$ cat src/design/seqrob_pkg.sv
`timescale 1ns / 1ps

package seqrob_pkg;

  // Field widths fixed by the item format.
  localparam int CHAN_W = 2;
  localparam int SEQ_W  = 32;
  localparam int PAY_W  = 64;
  localparam int STAT_W = 2;
  localparam int CFG_W  = 6;

  localparam logic [CFG_W-1:0] MIN_RELEASE_RESET = 6'd8;

  // Result status codes.
  localparam logic [STAT_W-1:0] ST_RELEASED = 2'd0;
  localparam logic [STAT_W-1:0] ST_LATE     = 2'd1;
  localparam logic [STAT_W-1:0] ST_BEYOND   = 2'd2;

  typedef enum logic [2:0] {
    S_IDLE,
    S_OFFSET,
    S_CHECK,
    S_DROP,
    S_COUNT,
    S_READ,
    S_EMIT
  } seqrob_state_t;

  // Commands from the controller to the datapath.
  typedef struct packed {
    logic capture;
    logic calc_off;
    logic store;
    logic count_init;
    logic count_step;
    logic rd_issue;
    logic emit_drop;
    logic emit_rel;
  } seqrob_cmd_t;

  // Status from the datapath to the controller.
  typedef struct packed {
    logic drop;
    logic count_more;
    logic release_ok;
    logic rel_last;
    logic out_free;
  } seqrob_stat_t;

endpackage

$ cat src/design/seqrob_ctrl.sv
`timescale 1ns / 1ps

module seqrob_ctrl import seqrob_pkg::*; (
  input  logic         clk,
  input  logic         rst,
  input  logic         in_valid,
  output logic         in_ready,
  input  seqrob_stat_t st,
  output seqrob_cmd_t  cmd
);

  seqrob_state_t state;
  seqrob_state_t state_next;

  always_ff @(posedge clk) begin
    if (rst) begin
      state <= S_IDLE;
    end else begin
      state <= state_next;
    end
  end

  always_comb begin
    state_next = state;
    unique case (state)
      S_IDLE: begin
        if (in_valid) state_next = S_OFFSET;
      end
      S_OFFSET: begin
        state_next = S_CHECK;
      end
      S_CHECK: begin
        state_next = st.drop ? S_DROP : S_COUNT;
      end
      S_DROP: begin
        if (st.out_free) state_next = S_IDLE;
      end
      S_COUNT: begin
        if (!st.count_more) state_next = st.release_ok ? S_READ : S_IDLE;
      end
      S_READ: begin
        state_next = S_EMIT;
      end
      S_EMIT: begin
        if (st.out_free) state_next = st.rel_last ? S_IDLE : S_READ;
      end
      default: begin
        state_next = S_IDLE;
      end
    endcase
  end

  always_comb begin
    cmd      = '0;
    in_ready = 1'b0;
    unique case (state)
      S_IDLE: begin
        in_ready    = 1'b1;
        cmd.capture = in_valid;
      end
      S_OFFSET: begin
        cmd.calc_off = 1'b1;
      end
      S_CHECK: begin
        cmd.store      = !st.drop;
        cmd.count_init = !st.drop;
      end
      S_DROP: begin
        cmd.emit_drop = st.out_free;
      end
      S_COUNT: begin
        cmd.count_step = st.count_more;
      end
      S_READ: begin
        cmd.rd_issue = 1'b1;
      end
      S_EMIT: begin
        cmd.emit_rel = st.out_free;
      end
      default: begin
        cmd = '0;
      end
    endcase
  end

endmodule

$ cat config.mk
export PLATFORM = sky130hd
export DESIGN_NAME = seqrob_ctrl
export DESIGN_NICKNAME = d
export VERILOG_FILES = /design/src/design/seqrob_pkg.sv /design/src/design/seqrob_ctrl.sv
export SDC_FILE = /design/constraint.sdc
export NUM_CORES = 1
export LEC_CHECK = 0
export BUFFER_PORTS_ARGS = -buffer_cell sky130_fd_sc_hd__buf_2
export CAP_MARGIN = 10
export CORE_AREA = 2 2 39 41
export CTS_CLUSTER_DIAMETER = 50
export DETAILED_ROUTE_END_ITERATION = 6
export DIE_AREA = 0 0 41 43
export PLACE_DENSITY = 0.55
export SLEW_MARGIN = 15
export SYNTH_ARGS = -nofsm -noshare
export SYNTH_HDL_FRONTEND = slang
export SYNTH_SLANG_ARGS = --single-unit
$ cat constraint.sdc
create_clock -name clk -period 1.3 [get_ports clk]
set_input_delay 0.325 -clock clk [delete_from_list [all_inputs] [get_ports clk]]
set_output_delay 0.325 -clock clk [all_outputs]
set_load 0.005 [all_outputs]
==> results of run 1 <==
critical path, cell delays in order, from the launching register on:
cell and delay (ns):
dfxtp_4 0.36, buf_6 0.12, nor3_4 0.18, and2_1 0.14
buf_2 0.10
Yosys cell counts, types with 2 or more instances:
cell type  number
a21oi_1         2
dfxtp_1         3
buf_2           3
nor2_1          6
o311ai_1        2
nand2_1         2
nand2b_1        2
nor4_1          2
stage by stage:
| step | hold slack, ns | util, % |
|---|---|---|
| 3_3_place_gp | 0.548 | 34.3 |
| 4_1_cts | 0.289 | 42.7 |
| 6_report | 0.297 | 46.8 |
| 2_1_floorplan | 0.394 | - |
| 5_1_grt | 0.296 | 46.8 |
| 3_5_place_dp | 0.537 | 34.3 |
worst paths after layout:
path,start,to,slack (ns),cells after the start
max,state[1]$_SDFFE_PP0P_,cmd[7],-0.16,4
min,rst,state[2]$_SDFFE_PP0P_,0.30,2
max reg2reg,state[2]$_SDFFE_PP0P_,state[2]$_SDFFE_PP0P_,-0.02,5
min reg2reg,state[1]$_SDFFE_PP0P_,state[0]$_SDFFE_PP0P_,0.72,3
power breakdown:
part | internal (mW) | total [mW] | switching [mW]
Combinational | 0.264 | 0.452 | 0.188
Sequential | 0.117 | 0.153 | 0.0360
Clock | 0.115 | 0.165 | 0.0496
placed cells by master (no fill, tap or decap), types with 2 or more instances in the layout:
cell type  Yosys  final
clkbuf_4       0      3
nor2_1         6      5
o311ai_1       2      2
nand2_1        2      2
a21oi_1        2      2
buf_4          1     11
dfxtp_4        0      3
buf_2          3     16
buf_6          1      4
cells by family after synthesis:
group / count (synthesis)
compound gates: 12
buf+inv: 6
flops: 3
mux: 1
simple gates: 21
final cells by class:
cell class                 instances  area share (%)
multi-input combinational         34            43.2
inverter                           1           0.579
tap                               16            3.09
timing repair buffer              34            38.0
clock buffer                       4            4.05
sequential                         3            11.0
routing by layer:
metal,routed length [um],track usage [%]
met1,439,14.5
met2,623,22.8
met3,64,4.71
met4,0,4.00
met5,0,0
what timing repair did:
item                       in CTS  in global routing
pin swaps                       3                  3
resized for setup              15                  5
buffers inserted                4                  5
setup endpoints to repair      10                 11
==> flow_metrics.tcl, run 1 <==
set metrics [dict create \
    wl_mm 1.13 \
    grt_usage_pct 13.4 \
    leakage_nw 0.301 \
    first_pass_iters 4 \
    rows 14 \
    top_register "state" \
    syn_area_per_cell_um2 7.57 \
    vias_per_cell 5.17 \
    grt_pass1_vias 425 \
    io_pins 17 \
    yosysTopAreaCell "dfxtp_1" \
    cts_buffer_depth 2 \
    hold_path.class "in -> reg" \
    async_reset_ff_share_pct 0 \
    drt-wirelength-per-cell_um 12.3 \
    port-buffer-count 16 \
    cp-end-kind "output pin" \
    synthFlopType "dfxtp_1" \
    final_area_um2 648 \
    globalplace.congestion 0.758 \
    synthXorXnorAreaFrac_pct 0 \
    ys_ff_latch 3 \
    clkTransAtPathRegs_ns 0.04 \
    via_count 476 \
    yosysWarningCount 0 \
    drt_iter0_drc 15 \
    clock.fmax_mhz 684 \
    worstPathArrival_ns 1.14 \
    regArea_um2 71.3 \
    synth_top_family_by_area "simple AND/OR/NAND/NOR gates" \
    grt_first_pass_wirelength_mm 1.65 \
    dpl_cell_area_um2 474 \
    cts_tree "built" \
    ir_drop_v 0.000525 \
    grt_overflow 0 \
    clock_skew_ns 0.00545 \
    drv_cap 0 \
    multi_input_area_um2 280 \
    synthAdderAreaFrac_pct 0 \
    slew_headroom_pct 81.7 \
    synthCells 43 \
    nets 85 \
    violations "setup timing" \
    diodes 0 \
    fp.coreArea_mm2 0.00138 \
    netlist_area_um2 325 \
    rsz0062_at_grt "true" \
    ys_top_cells_by_area "dfxtp_1 (18%), nor2_1 (6.9%), o311ai_1 (5.4%)" \
    place_hpwl_um 698 \
    synthSimpleGateAreaFrac_pct 36.5 \
    synth_edf_count 0 \
    fillers 142 \
    cts-buffers-inserted 3 \
    setup_tns_ns -0.851 \
    synth-compound-area-share_pct 28.8 \
    clock-sinks 3 \
    ctsHoldBuffers 0 \
    ant_nets 0 \
    start_util_pct 23.5 \
    drc 0 \
    synth_fp_nets 51 \
    period_needed_ns 1.46 \
    antenna_found_initial 0 \
    ys_seq_area_share_pct 18.5 \
    fin_crit_sh_pct 112 \
    drv_slew 0 \
    path_class "reg -> out" \
    synthMuxAreaShare_pct 4.62 \
    ys_types 29 \
    largest_register_ffs 3 \
    fin_ws_ns -0.162 \
    die_width_um 41 \
    p_total_uw 770 \
    drive_above_1_share_pct 64.5 \
    status "finished with violations" \
    cp_max_fo 6 \
    setup_viol 10 \
    area_delta_synth_final_pct 99.2 \
    htree_num_levels 1 \
    largest_registers "state: 3 flops" \
    cts-root-buf "clkbuf_4" \
    synth_top_area_share_pct 18.5 \
    tightest_slew_ns 0.270 \
    place_inst 79 \
    start_kind "flip-flop" \
    die_area_mm2 0.00176 \
    final_cells 92 \
    hold_viol_final 0 \
    clock_latency_ns 0.23 \
    p_per_area_mw_per_mm2 1190 \
    fp.dieH_um 43 \
    cp.required_ns 0.98 \
    grt_max_degree 13 \
    dp_slack_ns -0.0371 \
]
No activity file was read; power rests on OpenSTA's default activity.
==> run 2, diff against run 1 <==
--- a/config.mk
+++ b/config.mk
@@ -11,7 +11,7 @@
 export CTS_CLUSTER_DIAMETER = 50
 export DETAILED_ROUTE_END_ITERATION = 6
 export DIE_AREA = 0 0 41 43
-export PLACE_DENSITY = 0.55
+export PLACE_DENSITY = 0.47
 export SLEW_MARGIN = 15
 export SYNTH_ARGS = -nofsm -noshare
 export SYNTH_HDL_FRONTEND = slang
==> run 2 against run 1 <==
Compared with the run above:
- the run still ends with setup timing left
- global-route usage is 0.50 points lower
- critical path depth down 2
- wire length shrank 20%
- clock power shrank 4%
- core utilization fell by 5.8 points
- flip-flop and latch count did not move
- final cell count fell by 8.7%
- first-iteration DRC count shrank 80%
- maximum frequency up 5.4%
- clock skew down 0.0010 ns
- register-to-register slack gained 0.06 ns
- clock-buffer cell count is the same
- highest routed layer unchanged
==> flow_metrics.tcl, run 2 (synthesized netlist as in run 1, its figures left out) <==
set metrics [dict create \
    status "finished with violations" \
    violations "setup timing" \
    htree_num_levels 1 \
    place_inst 79 \
    grt_pass1_vias 376 \
    drv_cap 0 \
    grt_first_pass_wirelength_mm 1.57 \
    io_pins 17 \
    clock_latency_ns 0.23 \
    port-buffer-count 16 \
    antenna_found_initial 0 \
    area_delta_synth_final_pct 74.6 \
    p_clk_share_pct 24.0 \
    drt-wirelength-per-cell_um 10.8 \
    drc 0 \
    start_kind "flip-flop" \
    fin_crit_sh_pct 107 \
    leakage_nw 0.259 \
    grt_overflow 0 \
    clock_skew_ns 0.00442 \
    wl_um 904 \
    top_register "state" \
    swShare_pct 35.8 \
    slew_headroom_pct 82.9 \
    cp_slowest_cell "dfxtp_4" \
    die_width_um 41 \
    first_pass_iters 3 \
    power.switching_uw 236 \
    cp.required_ns 0.98 \
    p_int_uw 422 \
    largest_register_ffs 3 \
    hold_viol_final 0 \
    die_area_mm2 0.00176 \
    worstPathArrival_ns 1.06 \
    diodes 0 \
    final_cells 84 \
    cp-end-kind "output pin" \
    start_util_pct 23.5 \
    cts_tree "built" \
    cts_buffer_depth 2 \
    comb_power_share_pct 49.8 \
    cts-buffers-inserted 3 \
    drive_above_1_share_pct 58.8 \
    clkTransAtPathRegs_ns 0.04 \
    period_needed_ns 1.39 \
    fin_ws_ns -0.0872 \
    clock.fmax_mhz 721 \
    dp_slack_ns -0.00209 \
    cpPeakStageDelay_ns 0.39 \
    ctsHoldBuffers 0 \
    clock-sinks 3 \
    final_util_pct 41.0 \
    setup_viol 8 \
    p_per_area_mw_per_mm2 1160 \
    tightest_slew_ns 0.253 \
    grt_max_degree 9 \
    vias_per_cell 4.70 \
    fp.coreArea_mm2 0.00138 \
    grt_usage_pct 12.9 \
    drv_slew 0 \
    rsz0062_at_grt "true" \
    path_cells "nor4bb_4, buf_2" \
    cp_max_fo 8 \
    rows 14 \
    largest_registers "state: 3 flops" \
    fp.dieH_um 43 \
    p_seq_share_pct 26.2 \
    globalplace.congestion 0.805 \
    cts-root-buf "clkbuf_4" \
    drt_iter0_drc 3 \
    path_class "reg -> out" \
    final_common_cell "buf_2" \
    final_cell_mix "buf_2 (16), nor2_1 (6), buf_4 (6)" \
    hold_path.class "in -> reg" \
    nets 77 \
    ir_drop_v 0.000485 \
    via_count 395 \
    ant_nets 0 \
]
-- run 2: changes by cell type in the layout (fill, tap and decap cells not counted), sizes merged --
| cell | delta |
|---|---|
| buf | -8 |
-- run 2: area by class of cell --
cell class	instances	area, um^2
Fill cell	150	816
Tap cell	16	20.0
Clock buffer	4	26.3
Multi-Input combinational cell	34	277
Timing Repair Buffer	26	170
Sequential cell	3	71.3
Inverter	1	3.75
-- run 2: final timing paths --
check | start | end | slack (ns) | cells after the start
min reg2reg | state[2]$_SDFFE_PP0P_ | state[1]$_SDFFE_PP0P_ | 0.65 | 2
max reg2reg | state[1]$_SDFFE_PP0P_ | state[2]$_SDFFE_PP0P_ | 0.04 | 6
min | rst | state[2]$_SDFFE_PP0P_ | 0.30 | 2
max | state[0]$_SDFFE_PP0P_ | cmd[3] | -0.09 | 2
-- run 2: power by group through the flow --
stage	registers, mW	logic [mW]	clock network [mW]
2_1_floorplan	0.126	0.181	0
6_report	0.172	0.328	0.158
3_3_place_gp	0.151	0.294	0
4_1_cts	0.169	0.321	0.163
5_1_grt	0.176	0.364	0.171
3_5_place_dp	0.147	0.286	0
-- run 2: per-layer routing --
metal / part of all wire, % / vias to the layer above / global-route usage, %
li1: - / 209 / -
met1: 45 / 180 / 17.4
met2: 51 / 6 / 18.4
met3: 3.3 / 0 / 4.71
met4: 0 / 0 / 4.00
met5: 0 / - / 0
-- run 2: timing repair --
item,4_1_cts,5_1_grt
gates resized for setup,13,4
setup endpoints to repair,9,10
pin swaps,1,0
buffers inserted,1,0
endpoints found under the hold margin,0,0
-- run 2: stage by stage --
stage	power (mW)	TNS, ns	instance area [um^2]	hold slack [ns]
3_5_place_dp	0.434	-0.00209	474	0.540
6_report	0.657	-0.429	568	0.298
4_1_cts	0.653	-0.500	554	0.293
5_1_grt	0.711	-0.870	568	0.295
3_3_place_gp	0.445	0	474	0.544
2_1_floorplan	0.307	-0.0115	340	0.394
-- run 2: worst max-delay path, delay by kind of cell (launching register included) --
kind                   cells  cell delay (ns)
buffers and inverters      1             0.16
flip-flops                 1             0.39
AND/OR/NAND/NOR            1             0.29
